[src/hw/rtl/pn3d_pkg.sv]
// Package for the 3D gradient noise unit: permutation table, gradient and fade helpers.
// Depends on nothing; used by all pn3d modules and the top level.
`default_nettype none
package pn3d_pkg;

  localparam int unsigned TW = 17;  // fraction offset width, 0..65535 plus sign room
  localparam int unsigned DW = 20;  // corner dot product width, |d| <= 2*65536
  localparam int unsigned VW = 20;  // blended value width
  localparam logic [16:0] ONE_Q16 = 17'd65536;
  localparam logic [15:0] HALF_Q16 = 16'd32768;

  typedef logic [7:0] perm_t;

  function automatic perm_t perm_at(input logic [7:0] idx);
    perm_t r;
    case (idx)
      8'd0: r = 8'd151; 8'd1: r = 8'd160; 8'd2: r = 8'd137; 8'd3: r = 8'd91;
      8'd4: r = 8'd90; 8'd5: r = 8'd15; 8'd6: r = 8'd131; 8'd7: r = 8'd13;
      8'd8: r = 8'd201; 8'd9: r = 8'd95; 8'd10: r = 8'd96; 8'd11: r = 8'd53;
      8'd12: r = 8'd194; 8'd13: r = 8'd233; 8'd14: r = 8'd7; 8'd15: r = 8'd225;
      8'd16: r = 8'd140; 8'd17: r = 8'd36; 8'd18: r = 8'd103; 8'd19: r = 8'd30;
      8'd20: r = 8'd69; 8'd21: r = 8'd142; 8'd22: r = 8'd8; 8'd23: r = 8'd99;
      8'd24: r = 8'd37; 8'd25: r = 8'd240; 8'd26: r = 8'd21; 8'd27: r = 8'd10;
      8'd28: r = 8'd23; 8'd29: r = 8'd190; 8'd30: r = 8'd6; 8'd31: r = 8'd148;
      8'd32: r = 8'd247; 8'd33: r = 8'd120; 8'd34: r = 8'd234; 8'd35: r = 8'd75;
      8'd36: r = 8'd0; 8'd37: r = 8'd26; 8'd38: r = 8'd197; 8'd39: r = 8'd62;
      8'd40: r = 8'd94; 8'd41: r = 8'd252; 8'd42: r = 8'd219; 8'd43: r = 8'd203;
      8'd44: r = 8'd117; 8'd45: r = 8'd35; 8'd46: r = 8'd11; 8'd47: r = 8'd32;
      8'd48: r = 8'd57; 8'd49: r = 8'd177; 8'd50: r = 8'd33; 8'd51: r = 8'd88;
      8'd52: r = 8'd237; 8'd53: r = 8'd149; 8'd54: r = 8'd56; 8'd55: r = 8'd87;
      8'd56: r = 8'd174; 8'd57: r = 8'd20; 8'd58: r = 8'd125; 8'd59: r = 8'd136;
      8'd60: r = 8'd171; 8'd61: r = 8'd168; 8'd62: r = 8'd68; 8'd63: r = 8'd175;
      8'd64: r = 8'd74; 8'd65: r = 8'd165; 8'd66: r = 8'd71; 8'd67: r = 8'd134;
      8'd68: r = 8'd139; 8'd69: r = 8'd48; 8'd70: r = 8'd27; 8'd71: r = 8'd166;
      8'd72: r = 8'd77; 8'd73: r = 8'd146; 8'd74: r = 8'd158; 8'd75: r = 8'd231;
      8'd76: r = 8'd83; 8'd77: r = 8'd111; 8'd78: r = 8'd229; 8'd79: r = 8'd122;
      8'd80: r = 8'd60; 8'd81: r = 8'd211; 8'd82: r = 8'd133; 8'd83: r = 8'd230;
      8'd84: r = 8'd220; 8'd85: r = 8'd105; 8'd86: r = 8'd92; 8'd87: r = 8'd41;
      8'd88: r = 8'd55; 8'd89: r = 8'd46; 8'd90: r = 8'd245; 8'd91: r = 8'd40;
      8'd92: r = 8'd244; 8'd93: r = 8'd102; 8'd94: r = 8'd143; 8'd95: r = 8'd54;
      8'd96: r = 8'd65; 8'd97: r = 8'd25; 8'd98: r = 8'd63; 8'd99: r = 8'd161;
      8'd100: r = 8'd1; 8'd101: r = 8'd216; 8'd102: r = 8'd80; 8'd103: r = 8'd73;
      8'd104: r = 8'd209; 8'd105: r = 8'd76; 8'd106: r = 8'd132; 8'd107: r = 8'd187;
      8'd108: r = 8'd208; 8'd109: r = 8'd89; 8'd110: r = 8'd18; 8'd111: r = 8'd169;
      8'd112: r = 8'd200; 8'd113: r = 8'd196; 8'd114: r = 8'd135; 8'd115: r = 8'd130;
      8'd116: r = 8'd116; 8'd117: r = 8'd188; 8'd118: r = 8'd159; 8'd119: r = 8'd86;
      8'd120: r = 8'd164; 8'd121: r = 8'd100; 8'd122: r = 8'd109; 8'd123: r = 8'd198;
      8'd124: r = 8'd173; 8'd125: r = 8'd186; 8'd126: r = 8'd3; 8'd127: r = 8'd64;
      8'd128: r = 8'd52; 8'd129: r = 8'd217; 8'd130: r = 8'd226; 8'd131: r = 8'd250;
      8'd132: r = 8'd124; 8'd133: r = 8'd123; 8'd134: r = 8'd5; 8'd135: r = 8'd202;
      8'd136: r = 8'd38; 8'd137: r = 8'd147; 8'd138: r = 8'd118; 8'd139: r = 8'd126;
      8'd140: r = 8'd255; 8'd141: r = 8'd82; 8'd142: r = 8'd85; 8'd143: r = 8'd212;
      8'd144: r = 8'd207; 8'd145: r = 8'd206; 8'd146: r = 8'd59; 8'd147: r = 8'd227;
      8'd148: r = 8'd47; 8'd149: r = 8'd16; 8'd150: r = 8'd58; 8'd151: r = 8'd17;
      8'd152: r = 8'd182; 8'd153: r = 8'd189; 8'd154: r = 8'd28; 8'd155: r = 8'd42;
      8'd156: r = 8'd223; 8'd157: r = 8'd183; 8'd158: r = 8'd170; 8'd159: r = 8'd213;
      8'd160: r = 8'd119; 8'd161: r = 8'd248; 8'd162: r = 8'd152; 8'd163: r = 8'd2;
      8'd164: r = 8'd44; 8'd165: r = 8'd154; 8'd166: r = 8'd163; 8'd167: r = 8'd70;
      8'd168: r = 8'd221; 8'd169: r = 8'd153; 8'd170: r = 8'd101; 8'd171: r = 8'd155;
      8'd172: r = 8'd167; 8'd173: r = 8'd43; 8'd174: r = 8'd172; 8'd175: r = 8'd9;
      8'd176: r = 8'd129; 8'd177: r = 8'd22; 8'd178: r = 8'd39; 8'd179: r = 8'd253;
      8'd180: r = 8'd19; 8'd181: r = 8'd98; 8'd182: r = 8'd108; 8'd183: r = 8'd110;
      8'd184: r = 8'd79; 8'd185: r = 8'd113; 8'd186: r = 8'd224; 8'd187: r = 8'd232;
      8'd188: r = 8'd178; 8'd189: r = 8'd185; 8'd190: r = 8'd112; 8'd191: r = 8'd104;
      8'd192: r = 8'd218; 8'd193: r = 8'd246; 8'd194: r = 8'd97; 8'd195: r = 8'd228;
      8'd196: r = 8'd251; 8'd197: r = 8'd34; 8'd198: r = 8'd242; 8'd199: r = 8'd193;
      8'd200: r = 8'd238; 8'd201: r = 8'd210; 8'd202: r = 8'd144; 8'd203: r = 8'd12;
      8'd204: r = 8'd191; 8'd205: r = 8'd179; 8'd206: r = 8'd162; 8'd207: r = 8'd241;
      8'd208: r = 8'd81; 8'd209: r = 8'd51; 8'd210: r = 8'd145; 8'd211: r = 8'd235;
      8'd212: r = 8'd249; 8'd213: r = 8'd14; 8'd214: r = 8'd239; 8'd215: r = 8'd107;
      8'd216: r = 8'd49; 8'd217: r = 8'd192; 8'd218: r = 8'd214; 8'd219: r = 8'd31;
      8'd220: r = 8'd181; 8'd221: r = 8'd199; 8'd222: r = 8'd106; 8'd223: r = 8'd157;
      8'd224: r = 8'd184; 8'd225: r = 8'd84; 8'd226: r = 8'd204; 8'd227: r = 8'd176;
      8'd228: r = 8'd115; 8'd229: r = 8'd121; 8'd230: r = 8'd50; 8'd231: r = 8'd45;
      8'd232: r = 8'd127; 8'd233: r = 8'd4; 8'd234: r = 8'd150; 8'd235: r = 8'd254;
      8'd236: r = 8'd138; 8'd237: r = 8'd236; 8'd238: r = 8'd205; 8'd239: r = 8'd93;
      8'd240: r = 8'd222; 8'd241: r = 8'd114; 8'd242: r = 8'd67; 8'd243: r = 8'd29;
      8'd244: r = 8'd24; 8'd245: r = 8'd72; 8'd246: r = 8'd243; 8'd247: r = 8'd141;
      8'd248: r = 8'd128; 8'd249: r = 8'd195; 8'd250: r = 8'd78; 8'd251: r = 8'd66;
      8'd252: r = 8'd215; 8'd253: r = 8'd61; 8'd254: r = 8'd156; 8'd255: r = 8'd180;
      default: r = 8'd0;
    endcase
    return r;
  endfunction

  // Dot product of gradient h with the corner offset; offsets are signed 18-bit.
  function automatic logic signed [DW-1:0] grad_dot(input logic [3:0] h,
      input logic signed [17:0] dx, input logic signed [17:0] dy,
      input logic signed [17:0] dz);
    logic signed [DW-1:0] u;
    logic signed [DW-1:0] v;
    logic sel_x;
    logic sel_y;
    sel_x = (h < 4'd8) || (h == 4'd12) || (h == 4'd13);
    sel_y = (h < 4'd4) || (h == 4'd12) || (h == 4'd13);
    u = sel_x ? DW'(dx) : DW'(dy);
    v = sel_y ? DW'(dy) : DW'(dz);
    if (h[0]) u = -u;
    if (h[1]) v = -v;
    return u + v;
  endfunction

endpackage
`default_nettype wire

[src/hw/rtl/pn3d_fade.sv]
// Two-stage pipelined fade curve 6t^5-15t^4+10t^3 in Q0.16.
// Depends on pn3d_pkg. Advances when en_i is high.
`default_nettype none
module pn3d_fade (
  input  wire logic        clk_i,
  input  wire logic        en_i,
  input  wire logic [15:0] t_i,
  output logic      [16:0] w_o
);
  import pn3d_pkg::*;

  logic [15:0] t1_q;
  logic [16:0] sq_q;
  logic [16:0] cu_q;
  logic [19:0] poly_q;
  logic [33:0] sq_full;
  logic [33:0] cu_full;
  logic [19:0] poly_d;
  logic [37:0] w_full;
  logic [21:0] w_sh;

  // t*t rounds to at most 65535, kept 17 bits for safety.
  assign sq_full = 34'(t_i) * 34'(t_i) + 34'(HALF_Q16);
  assign cu_full = 34'(sq_q) * 34'(t1_q) + 34'(HALF_Q16);
  // q = 6*t2 + 655360 - 15*t, always positive and below 2^20.
  assign poly_d = 20'(20'(sq_q) * 20'd6 + 20'd655360 - 20'(t1_q) * 20'd15);
  assign w_full = 38'(cu_q) * 38'(poly_q) + 38'(HALF_Q16);
  assign w_sh = w_full[37:16];

  always_ff @(posedge clk_i) begin
    if (en_i) begin
      t1_q   <= t_i;
      sq_q   <= sq_full[32:16];
      cu_q   <= cu_full[32:16];
      poly_q <= poly_d;
    end
  end

  // Final product registered by the caller through w_o's consumer stage.
  assign w_o = (w_sh > 22'(ONE_Q16)) ? ONE_Q16 : w_sh[16:0];
endmodule
`default_nettype wire

[config.mk]
export PLATFORM = sky130hd
export DESIGN_NAME = pn3d_fade
export DESIGN_NICKNAME = d
export VERILOG_FILES = /design/src/hw/rtl/pn3d_pkg.sv /design/src/hw/rtl/pn3d_fade.sv
export SDC_FILE = /design/constraint.sdc
export NUM_CORES = 2
export LEC_CHECK = 0
export BUFFER_PORTS_ARGS = -buffer_cell sky130_fd_sc_hd__buf_2
export CAP_MARGIN = 30
export CORE_UTILIZATION = 30
export CTS_BUF_LIST = sky130_fd_sc_hd__clkbuf_8 sky130_fd_sc_hd__clkbuf_16
export DETAILED_ROUTE_END_ITERATION = 10
export PLACE_DENSITY_LB_ADDON = 0.15
export SYNTH_ARGS = -nofsm -noshare
export SYNTH_HDL_FRONTEND = slang
export SYNTH_SLANG_ARGS = --single-unit
[constraint.sdc]
create_clock -name clk_i -period 17.2 [get_ports clk_i]
set_input_delay 1.72 -clock clk_i [delete_from_list [all_inputs] [get_ports clk_i]]
set_output_delay 1.72 -clock clk_i [all_outputs]
set_load 0.02 [all_outputs]
[Word-level counts from Yosys, hierarchy flattened]
Index checks and enable logic that the tools add are counted.
Word-level totals
  word-level logic and storage cells: 16
  register bits after elaboration: 70
  input bits: 18
Cells by class
  $lt $le $gt $ge: 1
  multiply operators: 5
  mux-type cells: 1
  add/subtract/negate cells: 5
Operator list (number)
  $add 37x16->38 const B: 1
  $mul 17x20->37: 1
  $add 32x16->33 const B: 1
  $add 33x16->33 const B: 1
  $mul 17x16->33: 1
  $mul 16x16->32: 1
  $gt 22x17->1 const B: 1
  $add 20x20->20 const B: 1
  $mul 16x4->20 const B: 1
  $sub 20x20->20: 1
  $mul 17x2->19 const B: 1
  $mux 17: 1

[Longest topological paths before layout]
  depth after elaboration: 4
  gate-level depth with buffers: 27

[Least setup slack after synthesis]
Ideal clock, no wire load.
  kind: reg2out
  start: register cu_q[2]
  end: output w_o[11]
  setup slack: 8.660 ns
  cell stages (with the launch flop): 27
  data arrival time: 6.820 ns
  required time: 15.480 ns
  buffers on the path: 2
  cells stage by stage: edfxtp_1 clkbuf_1 clkbuf_1 nand2_1 fa_1 inv_1 fa_1 inv_1 fa_1 inv_1 fa_1 fa_1 inv_1 fa_1 inv_1 ha_1 a21oi_1 o21bai_1 a21o_1 a21o_1 a41oi_4 o21ai_1 a21o_1 xnor2_2 nor4b_2 a41oi_2 nor4_1
Between the ends
  cells in the longest elaborated chain, start to end: 4
RTL lines
  start: declaration: line pn3d_fade.sv:14  | logic [16:0] cu_q;
  start signal: assignment: line pn3d_fade.sv:34  | cu_q <= cu_full[32:16];
  $mul 17x20->37 *: line pn3d_fade.sv:27  | assign w_full = 38'(cu_q) * 38'(poly_q) + 38'(HALF_Q16);
  $add 37x16->38 *: line pn3d_fade.sv:27
  $gt 22x17->1: line pn3d_fade.sv:40  | assign w_o = (w_sh > 22'(ONE_Q16)) ? ONE_Q16 : w_sh[16:0];
  $mux 17 *: line pn3d_fade.sv:40
  end: declaration: line pn3d_fade.sv:8  | output logic [16:0] w_o
Every way passes the cells marked *; elsewhere a longest branch is shown, timed or not.

[Final worst setup path]
Same ends and word-level chain as after synthesis.

==> impl_metrics.tcl <==
set metrics [dict create \
    netlist_area_mm2 0.0317 \
    tns_ps 0 \
    cts.clk_slew.worst_paths_ps 60 \
    synth_top_cell_area_share_pct 43.3 \
    regToRegEndpoint "cu_q[16]" \
    setup_viol_count_final 0 \
    grt_first_pass_wirelength_um 126000 \
    async_flop_share_pct 0 \
    dpl-instance-area_mm2 0.0334 \
    ys_warn_count 0 \
    post-cts-setup-buffer-count 0 \
    track_usage_pct 14.9 \
    drive_gt1_share_pct 3.31 \
    grt_antenna_before_repair 0 \
    fin_area_mm2 0.0338 \
    synth-edff-count 70 \
    overflow 0 \
    viasPerCell 4.39 \
    finalHoldViolations 0 \
    syn_inst 3422 \
    min_delay_path_depth 1 \
    cts_tree "done" \
    die-width_um 327 \
    clock-skew-final_ps 11.3 \
    synth_area_per_cell_um2 9.26 \
    syn-num-nets 4541 \
    cp-end-kind "primary output" \
    clock_latency_ps 380 \
    worst_pin_slew_ps 956 \
    worstPathMaxFanout 20 \
    maxCapViolations 0 \
    fmax_mhz 100 \
    grt_max_degree 65 \
    root_buffer "clkbuf_16" \
    final_cell_mix "inv_1, fa_1, nand2_1, ha_1, and2_1" \
    die_area_mm2 0.107 \
    nFillCells 11062 \
    grt_pass1_vias 23326 \
    layoutNonFillerInstCount 4771 \
    num_rows 118 \
    worstSetupPathType "flop to primary output" \
    wl_um 74900 \
    core-area_mm2 0.104 \
    place.gp.congestion 0.786 \
    ios 35 \
    reg2reg_from "t1_q[1]" \
    rrSetupSlack_ps 9670 \
    period_share_pct 57.9 \
    min_path_type "flop to flop" \
    synth_seq_cells 70 \
    hold_buffers 0 \
    cts_made_buffers 9 \
    ys_seq_area_share_pct 6.64 \
    num_vias 20926 \
    htree_levels 3 \
    yosysTopAreaCell "fa_1" \
    cp.arrival_ps 8230 \
    min-delay-start "t1_q[0]" \
    cts_resized 0 \
    cts.path.max_buffers 2 \
    max_slew_margin_pct 36.3 \
    port_buffers 34 \
    outcome "completed" \
    drtAntennaViolNets 0 \
    start_kind "flop" \
    synth_cell_types 71 \
    rsz0062_at_grt "no" \
    fin_crit_ps 9950 \
    drt-wirelength-per-cell_um 15.7 \
    final_common_cell "inv_1" \
    area_delta_synth_final_pct 6.63 \
    remaining_drc_errors 0 \
    finalMaxSlewViolations 0 \
    clock-sinks 70 \
    drt_iter0_drc 750 \
    initial_core_util_pct 30.4 \
    post-place-cells 4752 \
    drtPass1Iterations 5 \
    synth_ff_type "edfxtp_1" \
    hpwl_um 62000 \
    worstRegToRegCells 23 \
    worst-endpoint-required_ps 15480 \
    hold-path-endpoint "poly_q[0]" \
    die_y_um 327 \
    netlist_top_cells_area "fa_1, ha_1, inv_1" \
    fin_nets 4502 \
]
[layout make-up]
class,count,area [um^2],area share [%]
repair buffers,66,473,1.40
clock inverters,7,115,0.341
flip-flops and latches,70,2100,6.22
diodes,3,7.51,0.0222
well taps,1380,1730,5.11
inverters,920,3450,10.2
multi-input cells,2316,25700,76.0
clock buffers,9,225,0.667
[Yosys cell counts (19+ instances only)]
library cell and count:
a21oi_1 58, fa_1 685, nand3_1 23, o21ai_0 27, nand2_1 419, a21o_1 23, and2_1 315, clkbuf_1 114
edfxtp_1 70, nor2_1 82, xor2_1 28, nor3_1 19, xnor2_1 54, ha_1 416, inv_1 920
[routing by layer]
layer	up-vias	GRT usage, %	routed length [um]
met2	138	25.2	35000
met4	0	2.78	932
met5	-	0	0
met1	10683	21.3	38200
met3	42	0.696	846
li1	10063	-	-
[how the worst max path moves through the flow]
stage                   end  depth (start not counted)     from
global route        w_o[11]                         21  cu_q[2]
global placement    w_o[11]                         21  cu_q[2]
floorplan           w_o[11]                         26  cu_q[2]
detailed placement  w_o[11]                         25  cu_q[2]
finish              w_o[11]                         25  cu_q[2]
CTS                 w_o[11]                         25  cu_q[2]
[flip-flops by register name, summed over array words and instances, names as in the netlist]
register	count
cu_q	17
poly_q	20
sq_q	17
t1_q	16
[cells by family (layout without fill, tap and decap cells)]
family / after synthesis / after routing / synth area share, %
AOI/OAI and AO/OA: 187 / 187 / 4.14
xor gates and xnor gates: 84 / 84 / 2.37
adders and majority gates: 1101 / 1101 / 59.7
buffers and inverters: 1036 / 1002 / 12.3
DFF: 70 / 70 / 6.64
muxes: 6 / 6 / 0.197
other: 0 / 3 / 0
and+or+nand+nor: 938 / 938 / 14.6
[stage by stage]
stage	hold slack (ps)	worst slack, ps	util, %
2_1_floorplan	526	8660	-
3_3_place_gp	787	7700	32.0
3_5_place_dp	773	7610	32.1
4_1_cts	789	7190	32.4
5_1_grt	820	6710	32.4
6_report	766	7250	32.5
[worst max-delay path: stages, from the launching register on]
cell and delay (ps):
edfxtp_1 810, nand2_1 180, fa_1 570, inv_1 60
fa_1 560, inv_1 70, fa_1 500, inv_1 60
fa_1 460, fa_1 510, inv_1 50, fa_1 470
inv_1 40, ha_1 350, a21oi_1 90, o21bai_1 190
a21o_1 180, a21o_1 160, a41oi_4 70, a211oi_1 650
o21ai_2 170, a21oi_1 190, mux2i_1 290, nand3_1 560
nor4_1 410, buf_2 210
Power is not shown: default switching activity piles up to over one toggle a cycle in this logic, so the estimate is an artifact.
