<file path="config.mk">
export PLATFORM = sky130hd
export DESIGN_NAME = pn3d_lerp
export DESIGN_NICKNAME = d
export VERILOG_FILES = /design/src/hw/rtl/pn3d_pkg.sv /design/src/hw/rtl/pn3d_lerp.sv
export SDC_FILE = /design/constraint.sdc
export NUM_CORES = 1
export LEC_CHECK = 0
export ABC_CLOCK_PERIOD_IN_PS = 12480
export BUFFER_PORTS_ARGS = -buffer_cell sky130_fd_sc_hd__buf_2
export CORE_UTILIZATION = 51
export CTS_BUF_LIST = sky130_fd_sc_hd__clkbuf_2 sky130_fd_sc_hd__clkbuf_4 sky130_fd_sc_hd__clkbuf_8
export CTS_CLUSTER_SIZE = 40
export DETAILED_ROUTE_END_ITERATION = 12
export GPL_ROUTABILITY_DRIVEN = 0
export PLACE_DENSITY_LB_ADDON = 0.25
export SKIP_CTS_REPAIR_TIMING = 1
export SLEW_MARGIN = 20
export SYNTH_ARGS = -nofsm -noshare
export SYNTH_HDL_FRONTEND = slang
export SYNTH_SLANG_ARGS = --single-unit
</file>
<file path="constraint.sdc">
create_clock -name clk_i -period 12.48 [get_ports clk_i]
set_input_delay 0.624 -clock clk_i [delete_from_list [all_inputs] [get_ports clk_i]]
set_output_delay 0.624 -clock clk_i [all_outputs]
set_load 0.005 [all_outputs]
</file>
<file path="src/hw/rtl/pn3d_pkg.sv">
// Package for the 3D gradient noise unit: permutation table, gradient and fade helpers.
// Depends on nothing; used by all pn3d modules and the top level.
`default_nettype none
package pn3d_pkg;

  localparam int unsigned TW = 17;  // fraction offset width, 0..65535 plus sign room
  localparam int unsigned DW = 20;  // corner dot product width, |d| <= 2*65536
  localparam int unsigned VW = 20;  // blended value width
  localparam logic [16:0] ONE_Q16 = 17'd65536;
  localparam logic [15:0] HALF_Q16 = 16'd32768;

  typedef logic [7:0] perm_t;

  function automatic perm_t perm_at(input logic [7:0] idx);
    perm_t r;
    case (idx)
      8'd0: r = 8'd151; 8'd1: r = 8'd160; 8'd2: r = 8'd137; 8'd3: r = 8'd91;
      8'd4: r = 8'd90; 8'd5: r = 8'd15; 8'd6: r = 8'd131; 8'd7: r = 8'd13;
      8'd8: r = 8'd201; 8'd9: r = 8'd95; 8'd10: r = 8'd96; 8'd11: r = 8'd53;
      8'd12: r = 8'd194; 8'd13: r = 8'd233; 8'd14: r = 8'd7; 8'd15: r = 8'd225;
      8'd16: r = 8'd140; 8'd17: r = 8'd36; 8'd18: r = 8'd103; 8'd19: r = 8'd30;
      8'd20: r = 8'd69; 8'd21: r = 8'd142; 8'd22: r = 8'd8; 8'd23: r = 8'd99;
      8'd24: r = 8'd37; 8'd25: r = 8'd240; 8'd26: r = 8'd21; 8'd27: r = 8'd10;
      8'd28: r = 8'd23; 8'd29: r = 8'd190; 8'd30: r = 8'd6; 8'd31: r = 8'd148;
      8'd32: r = 8'd247; 8'd33: r = 8'd120; 8'd34: r = 8'd234; 8'd35: r = 8'd75;
      8'd36: r = 8'd0; 8'd37: r = 8'd26; 8'd38: r = 8'd197; 8'd39: r = 8'd62;
      8'd40: r = 8'd94; 8'd41: r = 8'd252; 8'd42: r = 8'd219; 8'd43: r = 8'd203;
      8'd44: r = 8'd117; 8'd45: r = 8'd35; 8'd46: r = 8'd11; 8'd47: r = 8'd32;
      8'd48: r = 8'd57; 8'd49: r = 8'd177; 8'd50: r = 8'd33; 8'd51: r = 8'd88;
      8'd52: r = 8'd237; 8'd53: r = 8'd149; 8'd54: r = 8'd56; 8'd55: r = 8'd87;
      8'd56: r = 8'd174; 8'd57: r = 8'd20; 8'd58: r = 8'd125; 8'd59: r = 8'd136;
      8'd60: r = 8'd171; 8'd61: r = 8'd168; 8'd62: r = 8'd68; 8'd63: r = 8'd175;
      8'd64: r = 8'd74; 8'd65: r = 8'd165; 8'd66: r = 8'd71; 8'd67: r = 8'd134;
      8'd68: r = 8'd139; 8'd69: r = 8'd48; 8'd70: r = 8'd27; 8'd71: r = 8'd166;
      8'd72: r = 8'd77; 8'd73: r = 8'd146; 8'd74: r = 8'd158; 8'd75: r = 8'd231;
      8'd76: r = 8'd83; 8'd77: r = 8'd111; 8'd78: r = 8'd229; 8'd79: r = 8'd122;
      8'd80: r = 8'd60; 8'd81: r = 8'd211; 8'd82: r = 8'd133; 8'd83: r = 8'd230;
      8'd84: r = 8'd220; 8'd85: r = 8'd105; 8'd86: r = 8'd92; 8'd87: r = 8'd41;
      8'd88: r = 8'd55; 8'd89: r = 8'd46; 8'd90: r = 8'd245; 8'd91: r = 8'd40;
      8'd92: r = 8'd244; 8'd93: r = 8'd102; 8'd94: r = 8'd143; 8'd95: r = 8'd54;
      8'd96: r = 8'd65; 8'd97: r = 8'd25; 8'd98: r = 8'd63; 8'd99: r = 8'd161;
      8'd100: r = 8'd1; 8'd101: r = 8'd216; 8'd102: r = 8'd80; 8'd103: r = 8'd73;
      8'd104: r = 8'd209; 8'd105: r = 8'd76; 8'd106: r = 8'd132; 8'd107: r = 8'd187;
      8'd108: r = 8'd208; 8'd109: r = 8'd89; 8'd110: r = 8'd18; 8'd111: r = 8'd169;
      8'd112: r = 8'd200; 8'd113: r = 8'd196; 8'd114: r = 8'd135; 8'd115: r = 8'd130;
      8'd116: r = 8'd116; 8'd117: r = 8'd188; 8'd118: r = 8'd159; 8'd119: r = 8'd86;
      8'd120: r = 8'd164; 8'd121: r = 8'd100; 8'd122: r = 8'd109; 8'd123: r = 8'd198;
      8'd124: r = 8'd173; 8'd125: r = 8'd186; 8'd126: r = 8'd3; 8'd127: r = 8'd64;
      8'd128: r = 8'd52; 8'd129: r = 8'd217; 8'd130: r = 8'd226; 8'd131: r = 8'd250;
      8'd132: r = 8'd124; 8'd133: r = 8'd123; 8'd134: r = 8'd5; 8'd135: r = 8'd202;
      8'd136: r = 8'd38; 8'd137: r = 8'd147; 8'd138: r = 8'd118; 8'd139: r = 8'd126;
      8'd140: r = 8'd255; 8'd141: r = 8'd82; 8'd142: r = 8'd85; 8'd143: r = 8'd212;
      8'd144: r = 8'd207; 8'd145: r = 8'd206; 8'd146: r = 8'd59; 8'd147: r = 8'd227;
      8'd148: r = 8'd47; 8'd149: r = 8'd16; 8'd150: r = 8'd58; 8'd151: r = 8'd17;
      8'd152: r = 8'd182; 8'd153: r = 8'd189; 8'd154: r = 8'd28; 8'd155: r = 8'd42;
      8'd156: r = 8'd223; 8'd157: r = 8'd183; 8'd158: r = 8'd170; 8'd159: r = 8'd213;
      8'd160: r = 8'd119; 8'd161: r = 8'd248; 8'd162: r = 8'd152; 8'd163: r = 8'd2;
      8'd164: r = 8'd44; 8'd165: r = 8'd154; 8'd166: r = 8'd163; 8'd167: r = 8'd70;
      8'd168: r = 8'd221; 8'd169: r = 8'd153; 8'd170: r = 8'd101; 8'd171: r = 8'd155;
      8'd172: r = 8'd167; 8'd173: r = 8'd43; 8'd174: r = 8'd172; 8'd175: r = 8'd9;
      8'd176: r = 8'd129; 8'd177: r = 8'd22; 8'd178: r = 8'd39; 8'd179: r = 8'd253;
      8'd180: r = 8'd19; 8'd181: r = 8'd98; 8'd182: r = 8'd108; 8'd183: r = 8'd110;
      8'd184: r = 8'd79; 8'd185: r = 8'd113; 8'd186: r = 8'd224; 8'd187: r = 8'd232;
      8'd188: r = 8'd178; 8'd189: r = 8'd185; 8'd190: r = 8'd112; 8'd191: r = 8'd104;
      8'd192: r = 8'd218; 8'd193: r = 8'd246; 8'd194: r = 8'd97; 8'd195: r = 8'd228;
      8'd196: r = 8'd251; 8'd197: r = 8'd34; 8'd198: r = 8'd242; 8'd199: r = 8'd193;
      8'd200: r = 8'd238; 8'd201: r = 8'd210; 8'd202: r = 8'd144; 8'd203: r = 8'd12;
      8'd204: r = 8'd191; 8'd205: r = 8'd179; 8'd206: r = 8'd162; 8'd207: r = 8'd241;
      8'd208: r = 8'd81; 8'd209: r = 8'd51; 8'd210: r = 8'd145; 8'd211: r = 8'd235;
      8'd212: r = 8'd249; 8'd213: r = 8'd14; 8'd214: r = 8'd239; 8'd215: r = 8'd107;
      8'd216: r = 8'd49; 8'd217: r = 8'd192; 8'd218: r = 8'd214; 8'd219: r = 8'd31;
      8'd220: r = 8'd181; 8'd221: r = 8'd199; 8'd222: r = 8'd106; 8'd223: r = 8'd157;
      8'd224: r = 8'd184; 8'd225: r = 8'd84; 8'd226: r = 8'd204; 8'd227: r = 8'd176;
      8'd228: r = 8'd115; 8'd229: r = 8'd121; 8'd230: r = 8'd50; 8'd231: r = 8'd45;
      8'd232: r = 8'd127; 8'd233: r = 8'd4; 8'd234: r = 8'd150; 8'd235: r = 8'd254;
      8'd236: r = 8'd138; 8'd237: r = 8'd236; 8'd238: r = 8'd205; 8'd239: r = 8'd93;
      8'd240: r = 8'd222; 8'd241: r = 8'd114; 8'd242: r = 8'd67; 8'd243: r = 8'd29;
      8'd244: r = 8'd24; 8'd245: r = 8'd72; 8'd246: r = 8'd243; 8'd247: r = 8'd141;
      8'd248: r = 8'd128; 8'd249: r = 8'd195; 8'd250: r = 8'd78; 8'd251: r = 8'd66;
      8'd252: r = 8'd215; 8'd253: r = 8'd61; 8'd254: r = 8'd156; 8'd255: r = 8'd180;
      default: r = 8'd0;
    endcase
    return r;
  endfunction

  // Dot product of gradient h with the corner offset; offsets are signed 18-bit.
  function automatic logic signed [DW-1:0] grad_dot(input logic [3:0] h,
      input logic signed [17:0] dx, input logic signed [17:0] dy,
      input logic signed [17:0] dz);
    logic signed [DW-1:0] u;
    logic signed [DW-1:0] v;
    logic sel_x;
    logic sel_y;
    sel_x = (h < 4'd8) || (h == 4'd12) || (h == 4'd13);
    sel_y = (h < 4'd4) || (h == 4'd12) || (h == 4'd13);
    u = sel_x ? DW'(dx) : DW'(dy);
    v = sel_y ? DW'(dy) : DW'(dz);
    if (h[0]) u = -u;
    if (h[1]) v = -v;
    return u + v;
  endfunction

endpackage
`default_nettype wire

</file>
<file path="src/hw/rtl/pn3d_lerp.sv">
// One registered lerp lane: a + round_half_up(w*(b-a) / 2^16).
// Depends on pn3d_pkg. Advances when en_i is high.
`default_nettype none
module pn3d_lerp (
  input  wire logic                               clk_i,
  input  wire logic                               en_i,
  input  wire logic [16:0]                        w_i,
  input  wire logic signed [pn3d_pkg::VW-1:0]     a_i,
  input  wire logic signed [pn3d_pkg::VW-1:0]     b_i,
  output logic signed [pn3d_pkg::VW-1:0]          r_o
);
  import pn3d_pkg::*;

  logic signed [VW:0]    diff;
  logic signed [VW+18:0] prod;
  logic signed [VW+18:0] rnd;

  assign diff = (VW+1)'(b_i) - (VW+1)'(a_i);
  assign prod = (VW+19)'(signed'({1'b0, w_i})) * (VW+19)'(diff);
  assign rnd  = (prod + (VW+19)'(HALF_Q16)) >>> 16;

  always_ff @(posedge clk_i) begin
    if (en_i) r_o <= a_i + VW'(rnd);
  end
endmodule
`default_nettype wire
</file>
## After elaboration in Yosys (flattened, before gate mapping)

Cells that the tools add are included.

| operators by class | value |
|---|---|
| bitwise operators | 0 |
| $add $sub $neg | 3 |
| $lt $le $gt $ge | 0 |
| shift operators | 0 |
| eq/ne operators | 0 |
| multiplexer cells | 0 |
| divide/modulo/power cells | 0 |
| $mul | 1 |
| reduce and logical (&&, ||, !) cells | 0 |

Operators by type and width:

| cell | count |
|---|---|
| $add A36 B16 Y36 const B | 1 |
| $mul A18 B21 Y36 | 1 |
| $sub A20 B20 Y21 | 1 |
| $add A20 B20 Y20 | 1 |

| word-level totals | value |
|---|---|
| bits in writable memories | 0 |
| memories kept | 0 |
| output and inout bits | 20 |
| bits in latches | 0 |
| input port bits | 59 |
| word-level logic and storage cells | 5 |
| register bits after elaboration | 20 |
| bits in read-only memories | 0 |

## Depth between registers and ports, before layout

Gate-level depths: netlist (run 1).

| depth | value |
|---|---|
| depth after elaboration | 4 |
| depth in mapped cells | 44 |
| gate-level depth less buffers | 43 |

## Worst setup path after synthesis (run 1)

No wires, ideal clock.

| timing | value |
|---|---|
| kind | in2reg |
| start | input a_i[4] in the netlist's numbering |
| end | register r_o[19] in the netlist's numbering (data pin) |
| required time | 12.212 ns |
| arrival | 9.250 ns |
| cell stages on the path | 39 |
| setup slack | 2.962 ns |
| path buffers | 1 |
| path through | inv_1 -> ha_1 -> and2_1 -> o21a_1 -> a311oi_2 -> a21oi_1 -> o21a_1 -> o21a_1 -> o21ai_2 -> a211o_1 -> buf_2 -> a31oi_1 -> fa_1 -> inv_1 -> fa_1 -> fa_1 -> inv_1 -> fa_1 -> (+3 left out) -> inv_1 -> ha_1 -> a21o_1 -> a221oi_1 -> nor2b_1 -> o31ai_1 -> o31ai_1 -> nand2b_1 -> a21o_1 -> a21oi_1 -> xnor2_1 -> ha_1 -> or2_2 -> a21oi_1 -> a21oi_1 -> a31oi_1 -> xnor2_1 -> xnor3_1 |

| between the ends | value |
|---|---|
| longest elaborated chain between the ends | 4 |

Ends and longest elaborated chain:

| item | RTL line | text |
|---|---|---|
| from (decl) | pn3d_lerp.sv:8 | `input wire logic signed [pn3d_pkg::VW-1:0] a_i,` |
| $sub A20 B20 Y21 | pn3d_lerp.sv:18 | `assign diff = (VW+1)'(b_i) - (VW+1)'(a_i);` |
| $mul A18 B21 Y36 | pn3d_lerp.sv:19 | `assign prod = (VW+19)'(signed'({1'b0, w_i})) * (VW+19)'(diff);` |
| $add A36 B16 Y36 | pn3d_lerp.sv:20 | `assign rnd = (prod + (VW+19)'(HALF_Q16)) >>> 16;` |
| $add A20 B20 Y20 * | pn3d_lerp.sv:23 | `if (en_i) r_o <= a_i + VW'(rnd);` |
| to (signal assigned) | pn3d_lerp.sv:23 |  |
| to (decl) | pn3d_lerp.sv:10 | `output logic signed [pn3d_pkg::VW-1:0] r_o` |

Every way passes the cells marked *; elsewhere a longest branch is shown, timed or not.
A chain may end at the register's enable or synchronous reset.

## Worst setup path in the final report (run 1)

Ends and elaborated chain as after synthesis.

==> out/metrics.yaml, run 1 <==
yosys:
  synth_flop_cell: "edfxtp_1"
  ys_top_cells_by_area: "fa_1 (45%), ha_1 (12%), inv_1 (11%)"
  synth-edff-count: 20
  synth_compound_area_share_pct: 6.59
  synth-simple-area-share_pct: 15.2
  synth_area_leader_cell: "fa_1"
  synth_top_family_by_area: "adder cells"
  syn_avg_cell_area_sq_um: 8.96
  synth_xor_area_share_pct: 4.00
  async_flop_share_pct: 0
  yosysWarnings: 0
  yosysTopAreaCellShare_pct: 44.9
  ys_ff_latch: 20
  synthMuxAreaShare_pct: 0.217
  ys_types: 64
  synth_nets: 2222
  ys_seq_area_share_pct: 4.00
  syn_area_sq_um: 15000
  yosys.area_share.adder_pct: 57.3
  synthCells: 1677
critical_path:
  cp_num_cells: 39
  crit_type: "in -> reg"
  worstPathArrival_ns: 10.80
  cpPeakStageDelay_ns: 0.57
  worst_setup_path_start_kind: "input pin"
  cp.required_ns: 12.50
  crit_fanout: 11
  worst_path_max_delay_cell: "fa_1"
  crit_path_end_kind: "register"
  cp_common_cell: "fa_1"
  crit_buf_inv: 6
  crit_family: "compound AO/OA/AOI/OAI gates"
timing:
  slew-limit-headroom_pct: 23.0
  slew_viol_final: 0
  setup_viol: 0
  rsz0062_at_grt: "no"
  max_freq_ghz: 0.0928
  min_period_ns: 10.78
  timing.final.crit_share_pct: 86.4
  fin_tns_setup_ns: 0
  worst_slew_pin_slew_ns: 1.15
  hold_viol_final: 0
finish:
  layout.nets: 2267
  top_regs: "r_o (20)"
  largest_reg_flops: 20
  drive_above_1_share_pct: 6.80
  regMostFlops: "r_o"
  syn_to_final_growth_pct: 6.08
  diodes: 0
  fin_util_pct: 55.2
  nFillCells: 2653
cts:
  cts-htree-levels: 1
  tritoncts: "built"
  ctsLongestPathBuffers: 2
  cts-root-buf: "clkbuf_8"
  cts.clk_slew.worst_paths_ns: 0.08
  numCtsBuffers: 3
  cts.sinks: 20
floorplan:
  die_y_um: 174
  rows: 62
  pin_count: 79
  dieArea_sq_um: 30100
  core_area_sq_um: 28900
  initial_core_util_pct: 52.1
  die_x_um: 174
global_routing:
  grt_max_degree: 22
  gr-total-overflow: 0
  antenna_found_initial: 1
  grt_pass1_vias: 12100
  grt_usage_pct: 26.6
  grt_pass1_wl_um: 62500
routing:
  drc_errors: 0
  postRouteAntennaNets: 0
  drtPass1Iterations: 5
  drt-total-wl_um: 37700
  routedWlPerCell_um: 17.9
  routed_via_density: 5.32
  drt_iter0_markers: 642
  vias: 11200
hold_path:
  hold_depth: 2
  hold_path_class: "in -> reg"
run:
  max-cap-violations: 0
place:
  post-dp-hpwl_um: 31300
  io_buffers: 78
run_status:
  outcome: "finished clean"
## metal layers
metal	up-vias	track usage, %	share of wire, %
met5	-	0	0
met4	0	7.42	3.4
met3	76	2.76	5.3
met2	330	48.3	52
met1	5699	33.6	39
li1	5091	-	-
## through the flow
stage / instances / area [sq um] / setup slack (ns) / hold slack (ns)
floorplan: 1677 / 15000 / 2.96 / 0.736
global placement: 2101 / 15900 / 1.62 / 0.954
detailed placement: 2101 / 15900 / 1.38 / 0.958
CTS: 2105 / 15900 / 1.65 / 0.672
global route: 2105 / 15900 / 1.15 / 0.673
finish: 2105 / 15900 / 1.70 / 0.672
## final cells by class
cell class,count,area (sq um),area share (%)
flip-flops and latches,20,601,3.77
repair buffers,91,488,3.06
clock buffers,3,41.3,0.259
clock inverters,1,30.0,0.188
well taps,384,480,3.01
inverters,456,1710,10.7
multi-input cells,1150,12600,79.0
## cells in the mapped netlist (4+ instances only)
master    count
o21ai_1       4
xor2_1       19
fa_1        337
nand2_1     165
and2_1      146
buf_2         4
o21bai_1      7
o21ai_0      17
clkbuf_1     46
nor2b_1      17
ha_1        149
edfxtp_1     20
a21o_1       10
nor3_1       29
a31oi_1      14
o21a_1       12
inv_1       456
xnor2_1      47
nand2b_1     13
nor2_1       41
a21oi_1      39
o31ai_1      11
nand3_1      17
## worst paths after layout
kind	start	end
max	a_i[4]	r_o[19]$_DFFE_PP_
min	a_i[0]	r_o[0]$_DFFE_PP_
## placed cells by master (no fill, tap or decap), types with 2 or more instances in the layout
| cell type | n |
|---|---|
| a21oi_1 | 39 |
| and2_1 | 146 |
| a21o_1 | 10 |
| buf_2 | 78 |
| a21boi_0 | 3 |
| ha_1 | 149 |
| o21a_1 | 12 |
| a211oi_1 | 3 |
| o2111ai_1 | 2 |
| clkbuf_8 | 3 |
| o21ai_1 | 4 |
| nand2b_1 | 13 |
| o21ai_0 | 17 |
| xor2_2 | 2 |
| a211oi_2 | 2 |
| xor2_1 | 17 |
| edfxtp_1 | 20 |
| nor3_1 | 29 |
| nand4_1 | 3 |
| nand2_1 | 165 |
| xnor2_1 | 41 |
| nor4_1 | 3 |
| o31a_1 | 3 |
| a31oi_1 | 14 |
| inv_1 | 456 |
| o31ai_1 | 11 |
| or3_1 | 2 |
| o21bai_1 | 7 |
| nor2b_1 | 17 |
| nor2_1 | 40 |
| a211o_1 | 2 |
| nand3_1 | 17 |
| fa_1 | 337 |
| o211ai_1 | 3 |
| xnor2_2 | 5 |
| buf_4 | 13 |
## kinds of logic (layout without fill, tap and decap cells)
group | count (synthesis) | in the layout
XOR/XNOR | 67 | 67
AO/OA/AOI/OAI | 145 | 145
flip-flops | 20 | 20
adder cells (fa/ha/maj) | 486 | 486
multiplexers | 3 | 3
AND/OR/NAND/NOR | 449 | 449
buffers and inverters | 507 | 551
Power of run 1 is left out: the tool's default activity adds up to more than one toggle a clock period on the data nets, which glitch-free logic cannot reach.
==> run 2: changes to the inputs <==
CELL_PAD_IN_SITES_DETAIL_PLACEMENT = 1   (was not set)
CELL_PAD_IN_SITES_GLOBAL_PLACEMENT = 1   (was not set)
PLACE_DENSITY_LB_ADDON = 0.1   (was 0.25)
==> out/metrics.yaml, run 2 (synthesized netlist as in run 1, its figures left out) <==
critical_path:
  cp_common_cell: "fa_1"
  crit_fanout: 11  # unchanged
  worst_path_max_delay_cell: "xnor2_1"
  worstPathArrival_ns: 11.11  # +0.31 ns
  worst_setup_path_start_kind: "input pin"
  cpPeakStageDelay_ns: 0.63  # +0.06 ns
  crit_path_end_kind: "register"
  cp.required_ns: 12.50  # about the same
  crit_type: "in -> reg"
floorplan:
  pin_count: 79  # unchanged
  rows: 62  # unchanged
  initial_core_util_pct: 52.1  # unchanged
  die_y_um: 174  # unchanged
  core_area_sq_um: 28900  # unchanged
  die_x_um: 174  # unchanged
  dieArea_sq_um: 30100  # unchanged
run:
  max-cap-violations: 0  # unchanged
place:
  io_buffers: 78  # unchanged
  placed_cells: 2104  # +0.14%
  post-dp-hpwl_um: 36700  # +17%
timing:
  hold-worst-slack_ns: 0.683  # +0.0102 ns
  hold_viol_final: 0  # unchanged
  slew-limit-headroom_pct: 20.0  # -3.0 points
  worst_slew_pin_slew_ns: 1.19  # +0.0450 ns
  timing.final.crit_share_pct: 88.8  # +2.5 points
  max_freq_ghz: 0.0902  # -2.8%
  slew_viol_final: 0  # unchanged
  rsz0062_at_grt: "no"
  fin_tns_setup_ns: 0  # unchanged
  min_period_ns: 11.09  # +0.309 ns
  setup_viol: 0  # unchanged
finish:
  final_common_cell: "inv_1"
  largest_reg_flops: 20  # unchanged
  layoutNonFillerInstCount: 2110  # +0.24%
  regMostFlops: "r_o"
  layout_common_cells: "inv_1 (456), fa_1 (337), nand2_1 (165)"
  syn_to_final_growth_pct: 6.09  # about the same
  seq_area_sq_um: 601  # unchanged
  nFillCells: 3457  # +30%
  layout.nets: 2270  # +0.13%
  top_regs: "r_o (20)"
  fin_util_pct: 55.2  # about the same
  multi_input_area_sq_um: 12600  # -0.21%
  drive_above_1_share_pct: 6.84  # +0.046 points
cts:
  cts.clk_slew.worst_paths_ns: 0.08  # about the same
  ctsLongestPathBuffers: 2  # unchanged
  cts-root-buf: "clkbuf_8"
  tritoncts: "built"
  cts.sinks: 20  # unchanged
  cts-htree-levels: 1  # unchanged
  numCtsBuffers: 3  # unchanged
global_routing:
  grt_max_degree: 22  # unchanged
  use_met3_pct: 3.00  # +0.24 points
  grt_usage_pct: 30.1  # +3.4 points
  grt_pass1_vias: 13300  # +10%
  gr-total-overflow: 0  # unchanged
  top_usage_layer: "met2"
  grt_pass1_wl_um: 70000  # +12%
  grtUsageMet2_pct: 57.0  # +8.6 points
  use_met1_pct: 34.7  # +1.1 points
  antenna_found_initial: 2  # +1
routing:
  drtPass1Iterations: 5  # unchanged
  routedWlPerCell_um: 20.2  # +13%
  postRouteAntennaNets: 0  # unchanged
  drc_errors: 0  # unchanged
  vias: 11400  # +1.5%
  routed_via_density: 5.39  # +1.3%
  drt-total-wl_um: 42700  # +13%
  drt_iter0_markers: 524  # -18%
hold_path:
  hold_path_class: "in -> reg"
run_status:
  outcome: "finished clean"
## run 2: cell types whose count changed in the layout (fill, tap and decap cells not counted)
cell | before | now
diode_2 | 0 | 2
xor2_1 | 17 | 18
xnor2_1 | 41 | 42
xor2_2 | 2 | 1
xnor2_4 | 1 | 0
buf_4 | 13 | 16
## run 2: worst paths after layout
kind | startpoint | to | slack, ns | depth (start not counted)
hold / removal | a_i[0] | r_o[0]$_DFFE_PP_ | 0.68 | 2
setup / recovery | a_i[0] | r_o[19]$_DFFE_PP_ | 1.39 | 40
## run 2: worst max-delay path: cells and delay by family
family	cells	cell delay, ns
AO/OA/AOI/OAI	13	3.36
XOR/XNOR	4	1.32
adder cells (fa/ha/maj)	10	4.13
buffers and inverters	6	0.61
AND/OR/NAND/NOR	7	1.03
## run 2: metal layers
metal	routed length [um]	part of all wire, %	up-vias
met4	1800	4.2	0
met3	1710	4.0	97
met1	15800	37	5908
met2	23400	55	264
met5	0	0	-
li1	-	-	5097
## run 2: area by class of cell
type / instances / share of cell area, %
Multi-Input combinational cell: 1150 / 78.8
Antenna cell: 2 / 0.0314
Clock inverter: 1 / 0.188
Timing Repair Buffer: 94 / 3.20
Tap cell: 384 / 3.01
Sequential cell: 20 / 3.77
Inverter: 456 / 10.7
Clock buffer: 3 / 0.259
## run 2: stage by stage
stage | setup WS, ns | area, sq um
final | 1.39 | 15900
after CTS | 1.45 | 15900
after detailed placement | 1.17 | 15900
after global placement | 1.53 | 15900
after global routing | 0.703 | 15900
after floorplan | 2.96 | 15000
Power of run 2 is left out for the same reason.
==> run 3: changes to the inputs <==
RECOVER_POWER = 50   (was not set)
SLEW_MARGIN = 40   (was 20)
==> out/metrics.yaml, run 3 (synthesized netlist as in run 1, its figures left out) <==
timing:
  rsz0062_at_grt: "no"
  min_period_ns: 11.05  # -0.0389 ns
  hold-worst-slack_ns: 0.683  # +0.000816 ns
  slew_viol_final: 0  # unchanged
  hold_viol_final: 0  # unchanged
  worst_slew_pin_slew_ns: 1.13  # -0.0644 ns
  max_freq_ghz: 0.0905  # +0.35%
  timing.final.crit_share_pct: 88.5  # -0.31 points
  setup_viol: 0  # unchanged
  fin_tns_setup_ns: 0  # unchanged
  slew-limit-headroom_pct: 24.7  # +4.7 points
place:
  post-dp-hpwl_um: 36700  # about the same
  placed_cells: 2104  # unchanged
  io_buffers: 78  # unchanged
floorplan:
  core_area_sq_um: 28900  # unchanged
  die_x_um: 174  # unchanged
  rows: 62  # unchanged
  die_y_um: 174  # unchanged
  dieArea_sq_um: 30100  # unchanged
  initial_core_util_pct: 52.1  # unchanged
  pin_count: 79  # unchanged
finish:
  fin_util_pct: 55.3  # +0.095 points
  seq_area_sq_um: 601  # unchanged
  layout_common_cells: "inv_1 (456), fa_1 (337), nand2_1 (165)"
  regMostFlops: "r_o"
  layout.nets: 2270  # unchanged
  syn_to_final_growth_pct: 6.27
  top_regs: "r_o (20)"
  drive_above_1_share_pct: 6.79  # -0.058 points
  layoutNonFillerInstCount: 2110  # unchanged
  largest_reg_flops: 20  # unchanged
  nFillCells: 3457  # unchanged
  multi_input_area_sq_um: 12600  # +0.24%
  final_common_cell: "inv_1"
hold_path:
  min_from: "a_i[0]"
  hold_end: "r_o[0]$_DFFE_PP_"
  hold_path_class: "in -> reg"
  hold_depth: 2  # unchanged
critical_path:
  worst_setup_path_start_kind: "input pin"
  cp.required_ns: 12.50  # about the same
  crit_path_end_kind: "register"
  crit_type: "in -> reg"
  worst_path_max_delay_cell: "o311ai_1"
  cpPeakStageDelay_ns: 0.62  # about the same
  worstPathArrival_ns: 11.06  # -0.05 ns
  crit_fanout: 11  # unchanged
  cp_common_cell: "fa_1"
routing:
  drtPass1Iterations: 5  # unchanged
  drt-total-wl_um: 42700  # about the same
  routed_via_density: 5.41  # +0.46%
  drt_iter0_markers: 441  # -16%
  postRouteAntennaNets: 0  # unchanged
  vias: 11400  # +0.46%
  routedWlPerCell_um: 20.2  # about the same
  drc_errors: 0  # unchanged
global_routing:
  grt_pass1_vias: 13300  # +0.023%
  antenna_found_initial: 2  # unchanged
  grt_pass1_wl_um: 69600  # -0.55%
  grt_max_degree: 22  # unchanged
  grt_usage_pct: 29.9  # -0.15 points
  gr-total-overflow: 0  # unchanged
run:
  max-cap-violations: 0  # unchanged
cts:
  ctsLongestPathBuffers: 2  # unchanged
  cts-htree-levels: 1  # unchanged
  cts-root-buf: "clkbuf_8"
  cts.clk_slew.worst_paths_ns: 0.08  # about the same
  cts.sinks: 20  # unchanged
  numCtsBuffers: 3  # unchanged
  tritoncts: "built"
run_status:
  outcome: "finished clean"
run 3: worst max path at each step:
| stage | slack, ns | endpoint | from |
|---|---|---|---|
| 6_report | 1.43 | r_o[19]$_DFFE_PP_ | a_i[2] |
| 2_1_floorplan | 2.96 | r_o[19]$_DFFE_PP_ | a_i[4] |
| 3_5_place_dp | 1.17 | r_o[19]$_DFFE_PP_ | a_i[0] |
| 5_1_grt | 0.92 | r_o[19]$_DFFE_PP_ | a_i[2] |
| 4_1_cts | 1.42 | r_o[19]$_DFFE_PP_ | a_i[0] |
| 3_3_place_gp | 1.53 | r_o[19]$_DFFE_PP_ | a_i[2] |
run 3: metrics by stage:
| step | instance area, sq um | setup slack [ns] |
|---|---|---|
| 2_1_floorplan | 15000 | 2.96 |
| 5_1_grt | 16000 | 0.922 |
| 3_3_place_gp | 15900 | 1.53 |
| 3_5_place_dp | 15900 | 1.17 |
| 6_report | 16000 | 1.43 |
| 4_1_cts | 16000 | 1.42 |
run 3: routing by layer:
| metal | share of wire, % | vias to the layer above | global-route usage [%] |
|---|---|---|---|
| met4 | 4.4 | 0 | 12.8 |
| met5 | 0 | - | 0 |
| met3 | 3.2 | 102 | 2.85 |
| li1 | - | 5092 | - |
| met1 | 38 | 5986 | 34.2 |
| met2 | 55 | 238 | 56.5 |
run 3: layout make-up:
| cell class | count | share of cell area [%] |
|---|---|---|
| well taps | 384 | 3.01 |
| flip-flops and latches | 20 | 3.76 |
| multi-input cells | 1150 | 78.8 |
| diodes | 2 | 0.0313 |
| clock inverters | 1 | 0.188 |
| repair buffers | 94 | 3.18 |
| inverters | 456 | 10.7 |
| clock buffers | 3 | 0.259 |
run 3: worst max-delay path: cells and delay by family:
kind / cells / cell delay [ns]
simple gates: 4 / 0.99
xor+xnor: 3 / 0.68
compound gates: 16 / 4.54
fa+ha+maj: 9 / 3.88
buf+inv: 6 / 0.35
Power of run 3 is left out for the same reason.
